$ cat src/rtl/mur_pkg.sv
package mur_pkg;

    // Default sizing
    localparam int SENSORS_DEF   = 4;
    localparam int TIME_BITS_DEF = 16;

    // Stream widths (bytes-rounded)
    localparam int ECHO_W     = 4;
    localparam int TRIG_W     = 2;
    localparam int MASK_W     = 4;
    localparam int DIST_W     = 11;
    localparam int OUT_DISTS  = 4;
    localparam int IN_DATA_W  = 8;
    localparam int OUT_DATA_W = 56;

    // Configuration port
    localparam int CFG_IDX_W  = 2;
    localparam int CFG_DATA_W = 16;
    localparam int WAIT_W     = 16;
    localparam int TWIDTH_W   = 8;
    localparam int PHASE_W    = 16;

    typedef enum logic [CFG_IDX_W-1:0] {
        REG_WAIT_PERIOD   = 2'd0,
        REG_TRIGGER_WIDTH = 2'd1
    } t_cfg_reg;

    localparam logic [WAIT_W-1:0]   WAIT_RESET  = 16'd60000;
    localparam logic [TWIDTH_W-1:0] TWIDTH_RESET = 8'd10;

    // Distance conversion: span / 58, saturated at 1129.
    // Spans at or above 58 * 1130 saturate; below that span/2 fits 16 bits and
    // (span/2) / 29 is an exact reciprocal multiply for all 16-bit values.
    localparam int CM_DIVISOR  = 58;
    localparam int HALF_DIV    = CM_DIVISOR / 2;
    localparam int DIST_MAX    = 1129;
    localparam int SAT_SPAN    = CM_DIVISOR * (DIST_MAX + 1);
    localparam int SPAN_EXT_W  = 33;
    localparam int HALF_W      = 16;
    localparam int RECIP_SHIFT = 21;
    localparam int RECIP_W     = 17;
    localparam longint RECIP   = ((64'd1 << RECIP_SHIFT) + HALF_DIV - 1) / HALF_DIV;
    localparam int PROD_W      = HALF_W + RECIP_W;

    // One echo lane's visible state at the output stage
    typedef struct packed {
        logic              upd;
        logic [DIST_W-1:0] range_cm;
    } t_lane_out;

endpackage

$ cat src/rtl/mur_seq.sv
module mur_seq #(
    parameter int TIME_BITS = mur_pkg::TIME_BITS_DEF
) (
    input  logic                           i_clk,
    input  logic                           i_rst_n,
    input  logic                           i_cfg_wr_en,
    input  logic [mur_pkg::CFG_IDX_W-1:0]  i_cfg_index,
    input  logic [mur_pkg::CFG_DATA_W-1:0] i_cfg_wdata,
    input  logic                           i_accept,
    output logic [mur_pkg::TRIG_W-1:0]     o_trig,
    output logic [TIME_BITS-1:0]           o_now
);

    logic [mur_pkg::WAIT_W-1:0]   r_wait_period;
    logic [mur_pkg::TWIDTH_W-1:0] r_trigger_width;
    logic [TIME_BITS-1:0]         r_time;
    logic                         r_line;
    logic                         r_pulse;
    logic [mur_pkg::PHASE_W-1:0]  r_count;

    logic [mur_pkg::PHASE_W-1:0]  w_wait_len;
    logic [mur_pkg::PHASE_W-1:0]  w_pulse_len;

    // Phase lengths, never zero
    always_comb begin
        w_wait_len  = mur_pkg::PHASE_W'(r_wait_period >> 1);
        w_pulse_len = mur_pkg::PHASE_W'(r_trigger_width);
        if (w_wait_len == '0) begin
            w_wait_len = mur_pkg::PHASE_W'(1);
        end
        if (w_pulse_len == '0) begin
            w_pulse_len = mur_pkg::PHASE_W'(1);
        end
    end

    // Register writes
    always_ff @(posedge i_clk) begin
        if (!i_rst_n) begin
            r_wait_period   <= mur_pkg::WAIT_RESET;
            r_trigger_width <= mur_pkg::TWIDTH_RESET;
        end else if (i_cfg_wr_en) begin
            if (i_cfg_index == mur_pkg::REG_WAIT_PERIOD) begin
                r_wait_period <= i_cfg_wdata;
            end else if (i_cfg_index == mur_pkg::REG_TRIGGER_WIDTH) begin
                r_trigger_width <= i_cfg_wdata[mur_pkg::TWIDTH_W-1:0];
            end
        end
    end

    // Trigger sequencer and time base, one step per item
    always_ff @(posedge i_clk) begin
        if (!i_rst_n) begin
            r_time  <= '0;
            r_line  <= 1'b0;
            r_pulse <= 1'b1;
            r_count <= mur_pkg::PHASE_W'(mur_pkg::TWIDTH_RESET);
        end else if (i_accept) begin
            r_time <= r_time + TIME_BITS'(1);
            if (r_count <= mur_pkg::PHASE_W'(1)) begin
                if (r_pulse) begin
                    r_pulse <= 1'b0;
                    r_count <= w_wait_len;
                end else begin
                    r_line  <= ~r_line;
                    r_pulse <= 1'b1;
                    r_count <= w_pulse_len;
                end
            end else begin
                r_count <= r_count - mur_pkg::PHASE_W'(1);
            end
        end
    end

    assign o_trig = {r_pulse & r_line, r_pulse & ~r_line};
    assign o_now  = r_time;

endmodule

$ cat src/rtl/mur_lane.sv
module mur_lane #(
    parameter int TIME_BITS = mur_pkg::TIME_BITS_DEF
) (
    input  logic                 i_clk,
    input  logic                 i_rst_n,
    input  logic                 i_adv,
    input  logic                 i_accept,
    input  logic                 i_echo,
    input  logic [TIME_BITS-1:0] i_now,
    output mur_pkg::t_lane_out   o_lane
);

    localparam int EW = mur_pkg::SPAN_EXT_W;
    localparam int HW = mur_pkg::HALF_W;
    localparam int PW = mur_pkg::PROD_W;
    localparam int DW = mur_pkg::DIST_W;
    localparam int SH = mur_pkg::RECIP_SHIFT;

    logic                 r_prev;
    logic                 r_wait;
    logic [TIME_BITS-1:0] r_rise;

    logic                 r_fall_a;
    logic                 r_sat_a;
    logic [HW-1:0]        r_half_a;

    logic                 r_fall_b;
    logic                 r_sat_b;
    logic [DW-1:0]        r_q_b;

    logic                 r_upd;
    logic [DW-1:0]        r_dist;

    logic                 w_rise;
    logic                 w_fall;
    logic [TIME_BITS-1:0] w_span;
    logic [EW-1:0]        w_ext;
    logic [PW-1:0]        w_prod;

    // Edge detect and pulse length
    assign w_rise = i_echo & ~r_prev & ~r_wait;
    assign w_fall = ~i_echo & r_prev & r_wait;
    assign w_span = i_now - r_rise;
    assign w_ext  = EW'(w_span);

    // Echo tracking state
    always_ff @(posedge i_clk) begin
        if (!i_rst_n) begin
            r_prev <= 1'b0;
            r_wait <= 1'b0;
        end else if (i_accept) begin
            r_prev <= i_echo;
            if (w_rise) begin
                r_wait <= 1'b1;
            end else if (w_fall) begin
                r_wait <= 1'b0;
            end
        end
    end

    always_ff @(posedge i_clk) begin
        if (i_accept && w_rise) begin
            r_rise <= i_now;
        end
    end

    // Stage A: saturation check and halved span
    always_ff @(posedge i_clk) begin
        if (!i_rst_n) begin
            r_fall_a <= 1'b0;
        end else if (i_adv) begin
            r_fall_a <= i_accept & w_fall;
        end
    end

    always_ff @(posedge i_clk) begin
        if (i_adv) begin
            r_sat_a  <= w_ext >= EW'(mur_pkg::SAT_SPAN);
            r_half_a <= w_ext[HW:1];
        end
    end

    // Stage B: reciprocal multiply by 1/29
    assign w_prod = PW'(r_half_a) * PW'(mur_pkg::RECIP);

    always_ff @(posedge i_clk) begin
        if (!i_rst_n) begin
            r_fall_b <= 1'b0;
        end else if (i_adv) begin
            r_fall_b <= r_fall_a;
        end
    end

    always_ff @(posedge i_clk) begin
        if (i_adv) begin
            r_sat_b <= r_sat_a;
            r_q_b   <= w_prod[SH+DW-1:SH];
        end
    end

    // Stage C: distance store, shown with the item
    always_ff @(posedge i_clk) begin
        if (!i_rst_n) begin
            r_upd  <= 1'b0;
            r_dist <= '0;
        end else if (i_adv) begin
            r_upd <= r_fall_b;
            if (r_fall_b) begin
                r_dist <= r_sat_b ? DW'(mur_pkg::DIST_MAX) : r_q_b;
            end
        end
    end

    assign o_lane.upd      = r_upd;
    assign o_lane.range_cm = r_dist;

endmodule

$ cat src/rtl/multi_ultrasonic_ranger.sv
// Channel   Dir  Handshake              Contents (low bit up)
// s (echo)  in   i_s_tvalid/o_s_tready   [3:0] echo_levels, [7:4] zero
// m (range) out  o_m_tvalid/i_m_tready   [1:0] trigger_levels, [5:2] updated_mask,
//                                        [16:6] d0, [27:17] d1, [38:28] d2, [49:39] d3
// cfg       in   i_cfg_wr_en             index 0 wait_period, 1 trigger_width
//
// One item per cycle sustained while results are taken; an accepted item passes through
// the edge/span stage, reciprocal multiplier stage and distance store stage in turn.
// The whole pipeline advances together whenever the result register is empty
// or being taken, so o_s_tready is low only while a result waits on i_m_tready.
// Synchronous active-low reset clears the sequencer, echo tracking and distances.
module multi_ultrasonic_ranger #(
    parameter int SENSORS   = mur_pkg::SENSORS_DEF,
    parameter int TIME_BITS = mur_pkg::TIME_BITS_DEF
) (
    input  logic                           i_clk,
    input  logic                           i_rst_n,
    // config write port
    input  logic                           i_cfg_wr_en,
    input  logic [mur_pkg::CFG_IDX_W-1:0]  i_cfg_index,
    input  logic [mur_pkg::CFG_DATA_W-1:0] i_cfg_wdata,
    // echo item stream
    input  logic                           i_s_tvalid,
    output logic                           o_s_tready,
    input  logic [mur_pkg::IN_DATA_W-1:0]  i_s_tdata,  // [3:0] echo_levels
    // result item stream
    output logic                           o_m_tvalid,
    input  logic                           i_m_tready,
    output logic [mur_pkg::OUT_DATA_W-1:0] o_m_tdata   // trigger_levels, updated_mask,
                                                       // distance_zero..distance_three
);

    localparam int DW = mur_pkg::DIST_W;

    logic                          w_adv;
    logic                          w_accept;
    logic [mur_pkg::TRIG_W-1:0]    w_trig;
    logic [TIME_BITS-1:0]          w_now;
    mur_pkg::t_lane_out            w_lane [SENSORS];

    logic                          r_v_a;
    logic                          r_v_b;
    logic                          r_v_c;
    logic [mur_pkg::TRIG_W-1:0]    r_trig_a;
    logic [mur_pkg::TRIG_W-1:0]    r_trig_b;
    logic [mur_pkg::TRIG_W-1:0]    r_trig_c;

    logic [mur_pkg::MASK_W-1:0]    w_mask;
    logic [DW-1:0]                 w_dist [mur_pkg::OUT_DISTS];

    // Pipeline advance
    assign w_adv      = ~r_v_c | i_m_tready;
    assign w_accept   = i_s_tvalid & w_adv;
    assign o_s_tready = w_adv;

    mur_seq #(
        .TIME_BITS(TIME_BITS)
    ) u_seq (
        .i_clk       (i_clk),
        .i_rst_n     (i_rst_n),
        .i_cfg_wr_en (i_cfg_wr_en),
        .i_cfg_index (i_cfg_index),
        .i_cfg_wdata (i_cfg_wdata),
        .i_accept    (w_accept),
        .o_trig      (w_trig),
        .o_now       (w_now)
    );

    // Echo lanes; sensors past the echo bits see a constant low level
    for (genvar g = 0; g < SENSORS; g++) begin : g_lane
        logic w_echo;
        if (g < mur_pkg::ECHO_W) begin : g_pin
            assign w_echo = i_s_tdata[g];
        end else begin : g_nopin
            assign w_echo = 1'b0;
        end
        mur_lane #(
            .TIME_BITS(TIME_BITS)
        ) u_lane (
            .i_clk    (i_clk),
            .i_rst_n  (i_rst_n),
            .i_adv    (w_adv),
            .i_accept (w_accept),
            .i_echo   (w_echo),
            .i_now    (w_now),
            .o_lane   (w_lane[g])
        );
    end

    // Valid and trigger alignment with the lane stages
    always_ff @(posedge i_clk) begin
        if (!i_rst_n) begin
            r_v_a <= 1'b0;
            r_v_b <= 1'b0;
            r_v_c <= 1'b0;
        end else if (w_adv) begin
            r_v_a <= w_accept;
            r_v_b <= r_v_a;
            r_v_c <= r_v_b;
        end
    end

    always_ff @(posedge i_clk) begin
        if (w_adv) begin
            r_trig_a <= w_trig;
            r_trig_b <= r_trig_a;
            r_trig_c <= r_trig_b;
        end
    end

    // Merge lane results; missing sensors read as zero
    for (genvar k = 0; k < mur_pkg::OUT_DISTS; k++) begin : g_merge
        if (k < SENSORS) begin : g_have
            assign w_mask[k] = w_lane[k].upd;
            assign w_dist[k] = w_lane[k].range_cm;
        end else begin : g_none
            assign w_mask[k] = 1'b0;
            assign w_dist[k] = '0;
        end
    end

    assign o_m_tvalid = r_v_c;
    assign o_m_tdata  = {6'd0, w_dist[3], w_dist[2], w_dist[1], w_dist[0], w_mask, r_trig_c};

endmodule

$ cat config.mk
export PLATFORM = sky130hd
export DESIGN_NAME = multi_ultrasonic_ranger
export DESIGN_NICKNAME = d
export VERILOG_FILES = /design/src/rtl/mur_pkg.sv /design/src/rtl/mur_seq.sv /design/src/rtl/mur_lane.sv /design/src/rtl/multi_ultrasonic_ranger.sv
export SDC_FILE = /design/constraint.sdc
export NUM_CORES = 2
export LEC_CHECK = 0
export BUFFER_PORTS_ARGS = -buffer_cell sky130_fd_sc_hd__buf_2
export CAP_MARGIN = 20
export CORE_MARGIN = 5
export CORE_UTILIZATION = 60
export CTS_CLUSTER_DIAMETER = 100
export CTS_CLUSTER_SIZE = 28
export DETAILED_ROUTE_END_ITERATION = 6
export PLACE_DENSITY_LB_ADDON = 0.1
export SYNTH_ARGS = -nofsm -noshare
export SYNTH_HDL_FRONTEND = slang
export SYNTH_SLANG_ARGS = --single-unit
$ cat constraint.sdc
create_clock -name i_clk -period 6.7 [get_ports i_clk]
set_input_delay 0.67 -clock i_clk [delete_from_list [all_inputs] [get_ports i_clk]]
set_output_delay 0.67 -clock i_clk [all_outputs]
set_load 0.01 [all_outputs]
* Yosys cells after proc, flatten, opt, wreduce, memory -nomap -nowiden
Cells that the tools add are included.
Storage, ports and cells: register bits after elaboration 307, input port bits 31, output and inout bits 58, word-level logic and storage cells 152
Operators by class: add/sub/neg operators 6, $mul 4, magnitude comparators 5, equal/unequal tests 1, muxes and demuxes 17, bitwise gates (word level) 40, reduce and logical (&&, ||, !) cells 23
Operator list (count):
- $mul A15 B15 Y30 const B | 4
- $ge A16 B17 Y1 const B | 4
- $sub A16 B16 Y16 | 4
- $mux W11 | 4
- $mux W16 | 2
- $and A1 B1 Y1 | 23
- $reduce_and A2 Y1 | 10
- $add A16 B1 Y16 const B | 1
- $le A16 B1 Y1 const B | 1
- $logic_not A16 Y1 | 1
- $not A1 Y1 | 16
- $sub A16 B1 Y16 const B | 1
- $mux W15 | 1
- $mux W1 | 9
- $logic_not A8 Y1 | 1
- $mux W8 | 1
- $reduce_bool A2 Y1 | 4
- $reduce_and A3 Y1 | 2
- $logic_and A1 B1 Y1 | 4
- $eq A2 B1 Y1 const B | 1
- $logic_not A2 Y1 | 1
- $or A1 B1 Y1 | 1

* Longest topological paths before layout
depth in word-level cells 5, depth in mapped cells 20, depth with buffers taken out 20

* Hierarchy
From an unflattened synthesis, not the netlist that was laid out.
Unflattened totals: cell total of the unflattened synthesis 2897, area total of the unflattened synthesis 29982.5 sq um
By module, submodules not included:
- mur_lane (g_lane[0].u_lane ...) | times used 2, cells an instance 641, area an instance 6731.5 sq um, sequential area each 1581.5 sq um
- mur_lane (g_lane[2].u_lane) | times used 1, cells an instance 645, area an instance 6801.5 sq um, sequential area each 1581.5 sq um
- mur_lane (g_lane[3].u_lane) | times used 1, cells an instance 624, area an instance 6580.1 sq um, sequential area each 1581.5 sq um
- mur_seq | times used 1, cells an instance 321, area an instance 2786.4 sq um, sequential area each 1141.1 sq um
- multi_ultrasonic_ranger | times used 1, cells an instance 25, area an instance 351.6 sq um, sequential area each 240.2 sq um

* Worst setup path before layout
OpenSTA, ideal clock, no wires.
kind reg-to-reg, start point register g_lane[0].u_lane.r_half_a[12], end point register g_lane[0].u_lane.r_q_b[9] (data pin), setup time 259 ps, arrival 5342 ps, required time 6441 ps, slack 1098 ps, cell stages (with the launch flop) 19, path buffers 0, period minus slack after synthesis 5602 ps, cells stage by stage edfxtp_1 -> fa_1 -> inv_1 -> fa_1 -> inv_1 -> fa_1 -> fa_1 -> fa_1 -> inv_1 -> fa_1 -> inv_1 -> ha_1 -> nand4_1 -> or2_2 -> a31oi_1 -> o31ai_1 -> o31ai_1 -> a41oi_1 -> xnor2_1
On the way: word-level cells in the longest chain between the ends 1
RTL lines:
- start, declared | RTL line mur_lane.sv:25 | logic [HW-1:0] r_half_a;
- start signal, assigned | RTL line mur_lane.sv:79 | r_half_a <= w_ext[HW:1];
- $mul A15 B15 Y30 | RTL line mur_lane.sv:84 | assign w_prod = PW'(r_half_a) * PW'(mur_pkg::RECIP);
- net g_lane[0].u_lane.w_prod[30] | RTL line mur_lane.sv:38 | logic [PW-1:0] w_prod;
- end signal, assigned | RTL line mur_lane.sv:97 | r_q_b <= w_prod[SH+DW-1:SH];
- end, declared | RTL line mur_lane.sv:29 | logic [DW-1:0] r_q_b;
The timed path passes the listed nets, and every way through them passes these cells. A chain may end at the register's enable or synchronous reset.

* Worst setup path after layout
start point register g_lane[2].u_lane.r_half_a[11], end point register g_lane[2].u_lane.r_q_b[7] (data pin)
On the way: word-level cells in the longest chain between the ends 1
RTL lines (RTL line):
- start, declared | mur_lane.sv:25
- start signal, assigned | mur_lane.sv:79
- $mul A15 B15 Y30 | mur_lane.sv:84
- net g_lane[2].u_lane.w_prod[28] | mur_lane.sv:38
- end signal, assigned | mur_lane.sv:97
- end, declared | mur_lane.sv:29
The timed path passes the listed nets, and every way through them passes these cells.

==> flow_metrics.tcl <==
set metrics [dict create \
    combPwrFrac 0.733 \
    power.switching_mw 6.26 \
    path_cells "fa_1, inv_1, fa_1, inv_1, fa_1, fa_1, fa_1, inv_1, fa_1, inv_1, ha_1, a211o_1, o211ai_1, a311oi_1, nor4_1, a211oi_1, nor2_1, o311ai_0" \
    synth_area_leader_cell "ha_1" \
    crit_buf_inv 4 \
    cts-resized-gates 0 \
    run_status "complete, no violations" \
    antenna_found_initial 4 \
    fill_cells 4013 \
    ctsHoldBuffers 0 \
    worst_pin_slew_ps 825 \
    yosysSeqAreaShare 0.261 \
    dp_slack_ps 426 \
    vias_per_cell 5.47 \
    critical-path-top-delay-family "adder cells" \
    synth.distinct_cells 81 \
    seqPwrFrac 0.185 \
    grt_pass1_wl_mm 100 \
    slowest_stage "a211oi_1" \
    path_clk_slew_ps 110 \
    ys_ff_latch 298 \
    max_cap_violations 0 \
    ios 89 \
    detail_route.wl_per_cell_um 16.2 \
    arrival_ps 6660 \
    fin_worst_skew_ps 19.3 \
    netlist_area_mm2 0.0296 \
    wl_mm 58.4 \
    setup_tns_ps 0 \
    die_height_um 232 \
    row_count 81 \
    dieArea_mm2 0.0538 \
    core_mm2 0.0488 \
    critPathMaxStageDelay_ps 640 \
    h-tree-depth 1 \
    path_common_cell "fa_1" \
    grt.overflow.total 0 \
    internal_power_mw 7.15 \
    critical_path_class "reg -> reg" \
    via_count 19669 \
    p_clk_frac 0.082 \
    hp-start "i_cfg_wdata[14]" \
    reg2reg_from "g_lane[2].u_lane.r_half_a[11]$_DFFE_PN_" \
    clockBufferDepth 3 \
    dp.final_hpwl_mm 47.6 \
    cts_buffers 15 \
    drt_iter0_drc 875 \
    reg2reg_depth 18 \
    worstHoldEndpoint "u_seq.r_wait_period[14]$_SDFFE_PN1P_" \
    syn_inst 2858 \
    cellPowerDensity_mw_per_mm2 430 \
    cp.required_ps 7000 \
    firstDrtPassIters 5 \
    yosys-top-cells-area "ha_1 (22%), fa_1 (21%), edfxtp_1 (18%), dfxtp_1 (8.4%), inv_1 (7.4%)" \
    max_freq_mhz 157 \
    grt_max_degree 125 \
    r2r-end "g_lane[2].u_lane.r_q_b[7]$_DFFE_PN_" \
    fin_ws_ps 346 \
    netlist.area_leader.share 0.220 \
    grt_pass1_vias 20812 \
    rrSetupSlack_ps 350 \
    synth_edf_count 174 \
    nets 3785 \
    final-hold-violation-count 0 \
    cts.sinks 298 \
    timing.slew.headroom 0.436 \
    min_period_ps 6350 \
    drc 0 \
    worst_setup_path_start_kind "flip-flop" \
    postCtsSetupBuffers 0 \
    async_reset_ff_frac 0 \
    cts_root_buffer "clkbuf_16" \
    drive_above_1_share 0.0484 \
    hold_class "in -> reg" \
    initial_core_util 0.605 \
    place_congestion 0.911 \
    track_usage 0.223 \
    worstSkewPairLatency_ps 530 \
    tritoncts "built" \
    setup_violations 0 \
    ir_drop_mv 0.456 \
    min_path_cells 3 \
    p_sw_frac 0.467 \
    synth_ff_type "edfxtp_1" \
    syn2layout_area_growth_pct 5.59 \
    rsz0062_at_grt "false" \
    yosysWarnings 0 \
    die_w_um 232 \
    p_leak_nw 15.4 \
    crit_fanout 7 \
    portBuffers 78 \
    finalCritPeriodShare 0.948 \
    slew_violations 0 \
    antenna_left 0 \
    syn_avg_cell_area_um2 10.3 \
    critPathCaptureType "flip-flop" \
]
[power groups by stage]
stage               logic (mW)  clock network, mW  registers (mW)
global route              11.5               1.19            2.51
floorplan                 7.48                  0            2.47
CTS                       9.94               1.13            2.49
global placement          9.39                  0            2.53
detailed placement        9.83                  0            2.53
finish                    9.83               1.09            2.49
[worst max path at each step]
stage / startpoint / to / slack [ps] / cells past startpoint
6_report: g_lane[2].u_lane.r_half_a[11]$_DFFE_PN_ / g_lane[2].u_lane.r_q_b[7]$_DFFE_PN_ / 350 / 18
5_1_grt: g_lane[2].u_lane.r_half_a[12]$_DFFE_PN_ / g_lane[2].u_lane.r_q_b[7]$_DFFE_PN_ / 40 / 18
4_1_cts: g_lane[2].u_lane.r_half_a[11]$_DFFE_PN_ / g_lane[2].u_lane.r_q_b[7]$_DFFE_PN_ / 390 / 18
3_5_place_dp: g_lane[2].u_lane.r_half_a[11]$_DFFE_PN_ / g_lane[2].u_lane.r_q_b[7]$_DFFE_PN_ / 430 / 18
3_3_place_gp: g_lane[2].u_lane.r_half_a[12]$_DFFE_PN_ / g_lane[2].u_lane.r_q_b[7]$_DFFE_PN_ / 560 / 18
2_1_floorplan: g_lane[0].u_lane.r_half_a[12]$_DFFE_PN_ / g_lane[0].u_lane.r_q_b[9]$_DFFE_PN_ / 1100 / 18
[worst reg2reg max path, cell delays in order, from the launching register on]
cell and delay, ps:
edfxtp_1 600, fa_1 610, inv_1 60, fa_1 540, inv_1 60, fa_1 490, fa_1 500, fa_1 490
inv_1 50, fa_1 470, inv_1 40, ha_1 300, a211o_1 140, o211ai_1 90, a311oi_1 380, nor4_1 140
a211oi_1 640, nor2_1 150, o311ai_0 390
[layer usage]
metal | vias to the layer above | GRT usage | wire length (um)
met4 | 0 | 0.0449 | 1160
met2 | 325 | 0.385 | 28500
li1 | 9628 | - | -
met1 | 9644 | 0.307 | 26600
met5 | - | 0 | 0
met3 | 72 | 0.0269 | 2140
[registers in the layout, summed over array words and instances, names as in the netlist, 2 cells and up]
| name | count |
|---|---|
| g_lane.u_lane.r_upd | 4 |
| r_trig_a | 2 |
| g_lane.u_lane.r_wait | 4 |
| g_lane.u_lane.r_q_b | 44 |
| u_seq.r_wait_period | 15 |
| g_lane.u_lane.r_rise | 64 |
| u_seq.r_count | 16 |
| r_trig_b | 2 |
| g_lane.u_lane.r_fall_a | 4 |
| u_seq.o_now | 16 |
| r_trig_c | 2 |
| g_lane.u_lane.r_prev | 4 |
| g_lane.u_lane.r_dist | 44 |
| u_seq.r_trigger_width | 8 |
| g_lane.u_lane.r_fall_b | 4 |
| g_lane.u_lane.r_half_a | 60 |
[per-stage QoR]
| stage | area [um2] | util | power [mW] | hold WS [ps] | std cells |
|---|---|---|---|---|---|
| finish | 31200 | 0.639 | 13.4 | 355 | 3599 |
| global route | 31200 | 0.639 | 15.2 | 356 | 3597 |
| CTS | 31100 | 0.637 | 13.6 | 326 | 3591 |
| detailed placement | 30700 | 0.627 | 12.4 | 407 | 3566 |
| global placement | 30600 | 0.627 | 11.9 | 406 | 3565 |
| floorplan | 29600 | - | 9.95 | 400 | 2863 |
[area by class of cell]
class / instances / area (um2) / share of cell area
well taps: 664 / 831 / 0.0266
diodes: 4 / 10.0 / 0.000321
multi-input cells: 1929 / 19400 / 0.623
flip-flops and latches: 298 / 7710 / 0.247
inverters: 586 / 2200 / 0.0705
repair buffers: 93 / 543 / 0.0174
clock buffers: 20 / 415 / 0.0133
clock inverters: 5 / 72.6 / 0.00232
[placed cells by master, fill, tap and decap left out, types with 35 or more instances in the layout]
| cell | instances |
|---|---|
| inv_1 | 585 |
| ha_1 | 519 |
| fa_1 | 312 |
| nand2_1 | 213 |
| edfxtp_1 | 174 |
| dfxtp_1 | 124 |
| a21oi_1 | 105 |
| xnor2_1 | 77 |
| buf_2 | 77 |
| a21boi_0 | 76 |
| o21ai_0 | 70 |
| nor2_1 | 67 |
| xor2_1 | 44 |
| a21o_1 | 41 |
| and2_1 | 41 |
| nor3_1 | 40 |
| nand3_1 | 35 |
[cell usage after synthesis (67+ instances only)]
cell type  instances
xnor2_1           77
fa_1             312
o21ai_0           70
inv_1            586
nor2_1            67
nand2_1          213
a21oi_1          105
edfxtp_1         174
a21boi_0          76
dfxtp_1          124
ha_1             519
[cells by family after synthesis]
family / Yosys count / synth area share
other: 1 / 0.000127
buffers and inverters: 636 / 0.0833
muxes: 12 / 0.00406
and+or+nand+nor: 534 / 0.0893
DFF: 298 / 0.261
AOI/OAI and AO/OA: 425 / 0.0957
adders and majority gates: 831 / 0.431
xor gates and xnor gates: 121 / 0.0359
Power figures use the tool's default switching activity.
